**src/blpe_pkg.sv**
```systemverilog
// Package for the button long-press event unit.
// Command codes, event codes, the command item and the result item types.
// No dependencies.
package blpe_pkg;

    localparam int HOLD_W = 16;
    localparam int THR_W = 16;
    localparam logic [HOLD_W-1:0] HOLD_MAX = '1;
    localparam logic [THR_W-1:0] THR_RESET = 16'd1000;

    typedef enum logic [1:0] {
        CMD_PUSH  = 2'd0,
        CMD_POLL  = 2'd1,
        CMD_TICK  = 2'd2,
        CMD_QUERY = 2'd3
    } cmd_t;

    localparam logic [1:0] EV_NONE    = 2'd0;
    localparam logic [1:0] EV_PRESS   = 2'd1;
    localparam logic [1:0] EV_RELEASE = 2'd2;

    typedef struct packed {
        cmd_t       cmd;
        logic [7:0] index;
        logic       level;
    } cmd_item_t;

    typedef struct packed {
        logic [1:0] event_code;
        logic [7:0] event_index;
        logic       longpress_hit;
        logic       push_dropped;
    } result_t;

endpackage

```
**src/blpe_ram.sv**
```systemverilog
// Generic single-write, single-read RAM with registered read data.
// No dependencies.
module blpe_ram #(
    parameter int WIDTH = 9,
    parameter int DEPTH = 16
) (
    input  logic                     clk,
    input  logic                     we,
    input  logic [$clog2(DEPTH)-1:0] waddr,
    input  logic [WIDTH-1:0]         wdata,
    input  logic                     re,
    input  logic [$clog2(DEPTH)-1:0] raddr,
    output logic [WIDTH-1:0]         rdata
);

    logic [WIDTH-1:0] mem_reg [DEPTH];
    logic [WIDTH-1:0] rdata_reg;

    always_ff @(posedge clk)
    begin
        if (we)
        begin
            mem_reg[waddr] <= wdata;
        end
        if (re)
        begin
            rdata_reg <= mem_reg[raddr];
        end
    end

    assign rdata = rdata_reg;

endmodule

```
**src/blpe_front.sv**
```systemverilog
// Front end: accepts stream transactions, decodes the command and holds
// them in a two-entry queue toward the back end. Depends on blpe_pkg.
module blpe_front
    import blpe_pkg::*;
(
    input  logic        clk,
    input  logic        rst_n,
    input  logic        in_valid,
    output logic        in_ready,
    input  logic [1:0]  in_cmd,
    input  logic [7:0]  in_index,
    input  logic        in_level,
    output logic        cq_valid,
    input  logic        cq_ready,
    output cmd_item_t   cq_item
);

    cmd_item_t  slot_reg [2];
    logic       wr_ptr_reg, wr_ptr_next;
    logic       rd_ptr_reg, rd_ptr_next;
    logic [1:0] cnt_reg, cnt_next;
    logic       push, pop;
    cmd_item_t  new_item;

    assign in_ready = (cnt_reg != 2'd2);
    assign cq_valid = (cnt_reg != 2'd0);
    assign cq_item  = slot_reg[rd_ptr_reg];
    assign push     = in_valid && in_ready;
    assign pop      = cq_valid && cq_ready;

    always_comb
    begin
        new_item.cmd   = cmd_t'(in_cmd);
        new_item.index = in_index;
        new_item.level = in_level;
        wr_ptr_next = push ? ~wr_ptr_reg : wr_ptr_reg;
        rd_ptr_next = pop ? ~rd_ptr_reg : rd_ptr_reg;
        cnt_next    = cnt_reg + 2'(push) - 2'(pop);
    end

    always_ff @(posedge clk)
    begin
        if (push)
        begin
            slot_reg[wr_ptr_reg] <= new_item;
        end
    end

    always_ff @(posedge clk or negedge rst_n)
    begin
        if (!rst_n)
        begin
            wr_ptr_reg <= 1'b0;
            rd_ptr_reg <= 1'b0;
            cnt_reg    <= 2'd0;
        end
        else
        begin
            wr_ptr_reg <= wr_ptr_next;
            rd_ptr_reg <= rd_ptr_next;
            cnt_reg    <= cnt_next;
        end
    end

endmodule

```
**src/blpe_back.sv**
```systemverilog
// Back end: event queue, per-button channel state, threshold register and
// result register. Depends on blpe_pkg and blpe_ram.
module blpe_back
    import blpe_pkg::*;
#(
    parameter int NUM_BUTTONS = 8,
    parameter int QUEUE_DEPTH = 16
) (
    input  logic             clk,
    input  logic             rst_n,
    input  logic             cfg_we,
    input  logic [THR_W-1:0] cfg_wdata,
    input  logic             cq_valid,
    output logic             cq_ready,
    input  cmd_item_t        cq_item,
    output logic             res_valid,
    input  logic             res_ready,
    output result_t          res
);

    localparam int PTR_W = $clog2(QUEUE_DEPTH);
    localparam int CNT_W = $clog2(QUEUE_DEPTH + 1);
    localparam int IDX_W = (NUM_BUTTONS > 1) ? $clog2(NUM_BUTTONS) : 1;
    localparam logic [7:0] NB = 8'(NUM_BUTTONS);
    localparam logic [PTR_W-1:0] PTR_LAST = PTR_W'(QUEUE_DEPTH - 1);
    localparam logic [CNT_W-1:0] CNT_FULL = CNT_W'(QUEUE_DEPTH);

    typedef enum logic [1:0] {
        ST_IDLE = 2'b01,
        ST_POLL = 2'b10
    } state_t;

    state_t            state_reg, state_next;
    logic [PTR_W-1:0]  head_reg, head_next;
    logic [PTR_W-1:0]  tail_reg, tail_next;
    logic [CNT_W-1:0]  count_reg, count_next;
    logic [THR_W-1:0]  thr_reg;
    logic              pressed_reg [NUM_BUTTONS];
    logic              pressed_next [NUM_BUTTONS];
    logic              fired_reg [NUM_BUTTONS];
    logic              fired_next [NUM_BUTTONS];
    logic [HOLD_W-1:0] hold_reg [NUM_BUTTONS];
    logic [HOLD_W-1:0] hold_next [NUM_BUTTONS];
    logic              out_valid_reg, out_valid_next;
    result_t           res_reg, res_next;
    logic              load;

    logic              ram_we, ram_re;
    logic [8:0]        ram_wdata, ram_rdata;
    logic [7:0]        ev_index;
    logic              ev_level;
    logic [IDX_W-1:0]  ev_sel, q_sel;
    logic              q_in_range;

    blpe_ram #(
        .WIDTH (9),
        .DEPTH (QUEUE_DEPTH)
    ) u_queue_ram (
        .clk   (clk),
        .we    (ram_we),
        .waddr (tail_reg),
        .wdata (ram_wdata),
        .re    (ram_re),
        .raddr (head_reg),
        .rdata (ram_rdata)
    );

    assign cq_ready   = (state_reg == ST_IDLE) && (!out_valid_reg || res_ready);
    assign res_valid  = out_valid_reg;
    assign res        = res_reg;
    assign ram_wdata  = {cq_item.level, cq_item.index};
    assign ev_index   = ram_rdata[7:0];
    assign ev_level   = ram_rdata[8];
    assign ev_sel     = ev_index[IDX_W-1:0];
    assign q_sel      = cq_item.index[IDX_W-1:0];
    assign q_in_range = (cq_item.index < NB);

    always_comb
    begin
        state_next = state_reg;
        head_next  = head_reg;
        tail_next  = tail_reg;
        count_next = count_reg;
        res_next   = '0;
        load       = 1'b0;
        ram_we     = 1'b0;
        ram_re     = 1'b0;
        for (int i = 0; i < NUM_BUTTONS; i++)
        begin
            pressed_next[i] = pressed_reg[i];
            fired_next[i]   = fired_reg[i];
            hold_next[i]    = hold_reg[i];
        end

        unique case (state_reg)
            ST_IDLE:
            begin
                if (cq_valid && cq_ready)
                begin
                    unique case (cq_item.cmd)
                        CMD_PUSH:
                        begin
                            load = 1'b1;
                            if (count_reg == CNT_FULL)
                            begin
                                res_next.push_dropped = 1'b1;
                            end
                            else
                            begin
                                ram_we     = 1'b1;
                                tail_next  = (tail_reg == PTR_LAST) ? '0 : tail_reg + 1'b1;
                                count_next = count_reg + 1'b1;
                            end
                        end
                        CMD_POLL:
                        begin
                            if (count_reg != '0)
                            begin
                                ram_re     = 1'b1;
                                head_next  = (head_reg == PTR_LAST) ? '0 : head_reg + 1'b1;
                                count_next = count_reg - 1'b1;
                                state_next = ST_POLL;
                            end
                            else
                            begin
                                load = 1'b1;
                            end
                        end
                        CMD_TICK:
                        begin
                            load = 1'b1;
                            for (int i = 0; i < NUM_BUTTONS; i++)
                            begin
                                if (pressed_reg[i] && hold_reg[i] != HOLD_MAX)
                                begin
                                    hold_next[i] = hold_reg[i] + 1'b1;
                                end
                            end
                        end
                        CMD_QUERY:
                        begin
                            load = 1'b1;
                            if (q_in_range && pressed_reg[q_sel] && !fired_reg[q_sel]
                                && hold_reg[q_sel] >= thr_reg)
                            begin
                                fired_next[q_sel]      = 1'b1;
                                res_next.longpress_hit = 1'b1;
                            end
                        end
                        default:
                        begin
                            load = 1'b1;
                        end
                    endcase
                end
            end
            ST_POLL:
            begin
                load       = 1'b1;
                state_next = ST_IDLE;
                if (ev_index < NB)
                begin
                    res_next.event_index = ev_index;
                    for (int i = 0; i < NUM_BUTTONS; i++)
                    begin
                        if (IDX_W'(i) == ev_sel)
                        begin
                            hold_next[i]    = '0;
                            pressed_next[i] = !ev_level;
                            if (!ev_level)
                            begin
                                fired_next[i] = 1'b0;
                            end
                        end
                    end
                    res_next.event_code = ev_level ? EV_RELEASE : EV_PRESS;
                end
            end
            default:
            begin
                state_next = ST_IDLE;
            end
        endcase

        out_valid_next = (out_valid_reg && !res_ready) || load;
    end

    always_ff @(posedge clk)
    begin
        if (load)
        begin
            res_reg <= res_next;
        end
    end

    always_ff @(posedge clk or negedge rst_n)
    begin
        if (!rst_n)
        begin
            state_reg     <= ST_IDLE;
            head_reg      <= '0;
            tail_reg      <= '0;
            count_reg     <= '0;
            thr_reg       <= THR_RESET;
            out_valid_reg <= 1'b0;
            for (int i = 0; i < NUM_BUTTONS; i++)
            begin
                pressed_reg[i] <= 1'b0;
                fired_reg[i]   <= 1'b0;
                hold_reg[i]    <= '0;
            end
        end
        else
        begin
            state_reg     <= state_next;
            head_reg      <= head_next;
            tail_reg      <= tail_next;
            count_reg     <= count_next;
            out_valid_reg <= out_valid_next;
            if (cfg_we)
            begin
                thr_reg <= cfg_wdata;
            end
            for (int i = 0; i < NUM_BUTTONS; i++)
            begin
                pressed_reg[i] <= pressed_next[i];
                fired_reg[i]   <= fired_next[i];
                hold_reg[i]    <= hold_next[i];
            end
        end
    end

endmodule

```
**src/button_longpress_event_unit.sv**
```systemverilog
// Top level of the button long-press event unit.
// Instantiates blpe_front and blpe_back; depends on blpe_pkg.
//
//  channel   direction  handshake                  payload
//  s_axis    in         s_axis_tvalid/tready       tuser: cmd; tdata: index, level
//  m_axis    out        m_axis_tvalid/tready       tuser: event_code; tdata: rest
//  cfg       in         cfg_we                     cfg_wdata: longpress threshold
//
// Push, tick and query complete in the back end's idle state; a poll of a non-empty
// queue also passes through ST_POLL for the registered read of the event queue RAM.
// A transaction is registered in the command queue and then in the result register.
// Reset clears all control and channel state; no clearing pass is needed.
// A stalled output holds the result register; the two-entry command queue
// keeps accepting until it fills.
module button_longpress_event_unit
    import blpe_pkg::*;
#(
    parameter int NUM_BUTTONS = 8,
    parameter int QUEUE_DEPTH = 16
) (
    input  logic        clk,
    input  logic        rst_n,
    input  logic        cfg_we,
    input  logic [15:0] cfg_wdata,
    input  logic        s_axis_tvalid,
    output logic        s_axis_tready,
    input  logic [15:0] s_axis_tdata,   // [7:0] button_index, [8] level
    input  logic [1:0]  s_axis_tuser,   // [1:0] cmd
    output logic        m_axis_tvalid,
    input  logic        m_axis_tready,
    output logic [15:0] m_axis_tdata,   // [7:0] event_index, [8] longpress_hit,
                                        // [9] push_dropped
    output logic [1:0]  m_axis_tuser    // [1:0] event_code
);

    logic      cq_valid, cq_ready;
    cmd_item_t cq_item;
    result_t   res;

    blpe_front u_front (
        .clk      (clk),
        .rst_n    (rst_n),
        .in_valid (s_axis_tvalid),
        .in_ready (s_axis_tready),
        .in_cmd   (s_axis_tuser),
        .in_index (s_axis_tdata[7:0]),
        .in_level (s_axis_tdata[8]),
        .cq_valid (cq_valid),
        .cq_ready (cq_ready),
        .cq_item  (cq_item)
    );

    blpe_back #(
        .NUM_BUTTONS (NUM_BUTTONS),
        .QUEUE_DEPTH (QUEUE_DEPTH)
    ) u_back (
        .clk       (clk),
        .rst_n     (rst_n),
        .cfg_we    (cfg_we),
        .cfg_wdata (cfg_wdata),
        .cq_valid  (cq_valid),
        .cq_ready  (cq_ready),
        .cq_item   (cq_item),
        .res_valid (m_axis_tvalid),
        .res_ready (m_axis_tready),
        .res       (res)
    );

    assign m_axis_tuser = res.event_code;
    assign m_axis_tdata = {6'd0, res.push_dropped, res.longpress_hit, res.event_index};

endmodule

```
**config.mk**
```make
export PLATFORM = sky130hd
export DESIGN_NAME = button_longpress_event_unit
export DESIGN_NICKNAME = d
export VERILOG_FILES = /design/src/blpe_pkg.sv /design/src/blpe_ram.sv /design/src/blpe_front.sv /design/src/blpe_back.sv /design/src/button_longpress_event_unit.sv
export SDC_FILE = /design/constraint.sdc
export NUM_CORES = 1
export LEC_CHECK = 0
export ABC_AREA = 0
export BUFFER_PORTS_ARGS = -buffer_cell sky130_fd_sc_hd__buf_4
export CAP_MARGIN = 20
export CORE_ASPECT_RATIO = 0.9
export CORE_MARGIN = 5
export CORE_UTILIZATION = 40
export CTS_CLUSTER_SIZE = 14
export DETAILED_ROUTE_END_ITERATION = 10
export PLACE_DENSITY = 0.58
export SYNTH_ARGS = -nofsm -noshare
export SYNTH_HDL_FRONTEND = slang
export SYNTH_HIERARCHICAL = 1
export SYNTH_SLANG_ARGS = --single-unit
export TNS_END_PERCENT = 20
```
**constraint.sdc**
```tcl
create_clock -name clk -period 4.1 [get_ports clk]
set_clock_uncertainty 0.2 [all_clocks]
set_input_delay 0.615 -clock clk [delete_from_list [all_inputs] [get_ports clk]]
set_output_delay 0.615 -clock clk [all_outputs]
set_load 0.02 [all_outputs]
```
==> key figures <==
Power and ir drop
  • Switching fraction of total power: 34.4%
  • Logic gate share of total power: 31.3%
  • PwrDens: 638 mW/mm^2
  • Int Power: 8.75 mW
  • LEAKAGE: 8.02 nW
  • Clk network pwr share: 30.6%
  • NetSw: 4.58 mW
  • Max IR drop VDD: 0.381 mV
  • Fraction of power consumed by sequential logic: 38.0%

Detailed routing
  • Detailed Route WL: 46.9 mm
  • Drt drc: 0
  • Via count: 13,067
  • DRT antenna net count: 0
  • Per-cell routed wire length: 20.1 microns
  • Drt via density: 5.61
  • Iteration-0 DRC Markers: 1,298
  • Initial DRT Pass Iterations: 5

Cells and area
  • Leading cell type in the layout, fill and taps excluded: nand2_1
  • Fraction of layout cells with a size suffix above 1: 16.4%
  • Seq. cell area: 0.0101 sq mm
  • Post-route cell area: 0.0209 sq mm
  • Util after Layout: 47.2%
  • Fill cells: 4,019
  • Synthesis-to-finish area growth: 16.7%
  • Max reg flops: 144
  • Commonest cells after routing, fill and taps aside: nand2_1 (212), edfxtp_1 (187), dfrtp_1 (171)
  • Nets: 1,768
  • Multi-input logic area: 0.00733 sq mm
  • Inserted Diodes: 0

Synth
  • Count of flip-flops with a built-in enable after synthesis: 187
  • Yosys warning count: 6
  • Cells after Synth: 1,604
  • Post-synthesis register bit count: 367
  • Register area share after synthesis: 56.6%
  • Top FF cell, synth: edfxtp_1
  • Syn Std Cell Area: 0.0179 sq mm
  • Avg Inst Size Synth: 11.2 sq um
  • Synth cell types: 82
  • Ys async rst share: 49.0%

Floorplanning
  • Die H: 211 microns
  • # rows: 73
  • Core footprint: 0.0442 sq mm
  • Area of the die: 0.0491 sq mm
  • Initial Util: 40.5%
  • Die width: 233 microns
  • I/O pin total: 59

Setup path
  • CP delay by family, top: simple AND/OR/NAND/NOR gates
  • Critical path arrival: 4.16 ns
  • Worst Setup Start Kind: flip-flop
  • Critical path type: reg2reg
  • Reg-to-reg slack, setup: 0.17 ns
  • CP max stage cell: or4_1
  • Buf/Inv on CP: 3
  • Critical path endpoint category: flip-flop
  • Required @ worst endpoint: 4.34 ns
  • Critical path's most frequent cell: buf_4
  • Critical Path, Cell by Cell: mux2_4 > buf_4 > and3_1 > buf_4 > a22oi_1 > nand4_1 > ha_1 > nand2_1 > or4_1 > o211ai_1 > buf_4 > a21oi_2 > nor3_2 > a31oi_1
  • Critical path peak fanout: 12
  • Crit-path max cell delay: 0.51 ns

Clock tree
  • CTS root buf: clkbuf_16
  • Reg clk slew, reported paths: 0.06 ns
  • CTS Buffer Depth: 3
  • # H-tree levels: 2
  • TritonCTS Buffers: 42
  • TritonCTS clock tree: yes
  • Clock insertion delay at the later pin of the skew report: 0.58 ns
  • Clk sinks: 367

Flow run
  • Max_cap viols: 0

Status
  • Status: complete, no violations

GRT
  • First-pass GRT wire length: 73.2 mm
  • Largest net degree at the start of global routing: 77
  • M1 GR Usage: 28.6%
  • GRT Resource Usage Total: 19.0%
  • Vias in the first global route: 12,410
  • Initial antenna violation count: 0
  • Met2 GRT Util: 29.1%
  • Gr busiest metal: met2
  • Grt ovf: 0
  • GRT met3 Usage: 2.85%

Placement
  • Port Buf Inserts: 45
  • Hpwl dp: 32.3 mm
  • RD Place Congestion: 0.907
  • Area of placed instances: 0.0192 sq mm

STA
  • Final Hold Vio Count: 0
  • Fmax: 0.255 GHz
  • Setup violations, final: 0
  • Period utilisation layout: 95.8%
  • Final max-slew violation count: 0
  • Relative slew margins: 40.1%
  • Crit path time final: 3.93 ns
  • Least-Margin Pin Slew: 0.896 ns

Worst hold path
  • Worst hold path type: in2reg
==> synth_stat cells, types with 33 or more instances <==
cell type  count  area, sq um
nand3_1       71          355
ha_1          33          413
dfrtp_1      173         4330
nor2_1        88          330
nand2_1      212          796
inv_1         48          180
a22oi_1       50          375
a21oi_1       87          435
edfxtp_1     187         5620
nor3_1        74          370
o21ai_0      132          661
clkbuf_1      46          173
==> metrics by stage <==
stage	power (mW)	TNS (ns)	hold WS (ns)	setup WS [ns]	instances
2_1_floorplan	7.76	0	0.119	0.0131	1613
5_1_grt	14.1	-0.0513	0.00446	-0.0227	2329
4_1_cts	13.3	0	0.00836	0.0261	2327
6_report	13.3	0	0.0296	0.173	2329
3_3_place_gp	9.09	0	0.279	0.105	2245
3_5_place_dp	9.20	0	0.288	0.0714	2245
==> layer usage <==
metal | part of all wire, % | up-vias | wire [microns]
met5 | 0 | - | 0
met2 | 45 | 326 | 21200
met1 | 47 | 6486 | 22200
met4 | 2.1 | 0 | 1000
met3 | 5.4 | 62 | 2530
li1 | - | 6193 | -
==> cell type report <==
cell class	instances	share of cell area [%]
tap	600	3.59
clock buffer	52	5.36
sequential	367	48.5
clock inverter	26	1.90
multi-input combinational	1113	35.1
inverter	50	0.899
timing repair buffer	121	4.64
==> power by group through the flow <==
stage / combinational (mW) / sequential [mW] / clock, mW
3_3_place_gp: 3.99 / 5.10 / 0
5_1_grt: 4.61 / 5.12 / 4.35
6_report: 4.18 / 5.07 / 4.08
4_1_cts: 4.11 / 5.05 / 4.18
2_1_floorplan: 2.76 / 5.00 / 0
3_5_place_dp: 4.09 / 5.11 / 0
==> worst paths after layout <==
check / from / cells after the start / to
max: u_front/rd_ptr_reg / 14 / u_back/fired_reg[0]
min: s_axis_tdata[8] / 1 / u_front/slot_reg[0][0]
max reg2reg: u_front/rd_ptr_reg / 14 / u_back/fired_reg[0]
min reg2reg: u_front/wr_ptr_reg / 1 / u_front/wr_ptr_reg
max in group asynchronous: rst_n / 3 / u_back/hold_reg[70]
min in group asynchronous: rst_n / 2 / u_back/count_reg[0]
==> cells by family (layout without fill, tap and decap cells) <==
family          count (synthesis)  after routing  share of synthesized area (%)
other cells                     2             11                         0.0420
fa+ha+maj                      34             34                           2.42
mux                            73             73                           7.15
xor+xnor                       24             24                           1.17
simple gates                  593            593                           15.9
compound gates                378            378                           13.3
buf+inv                       133            249                           3.49
flops                         367            367                           56.6
==> what timing repair did <==
item | in CTS | in global routing
setup endpoints to repair | 0 | 8
gates resized for setup | 0 | 28
hold endpoints to repair | 75 | 0
buffers inserted | 0 | 1
hold buffers | 4 | 0
Note: power is estimated with default switching activity, not from simulation.
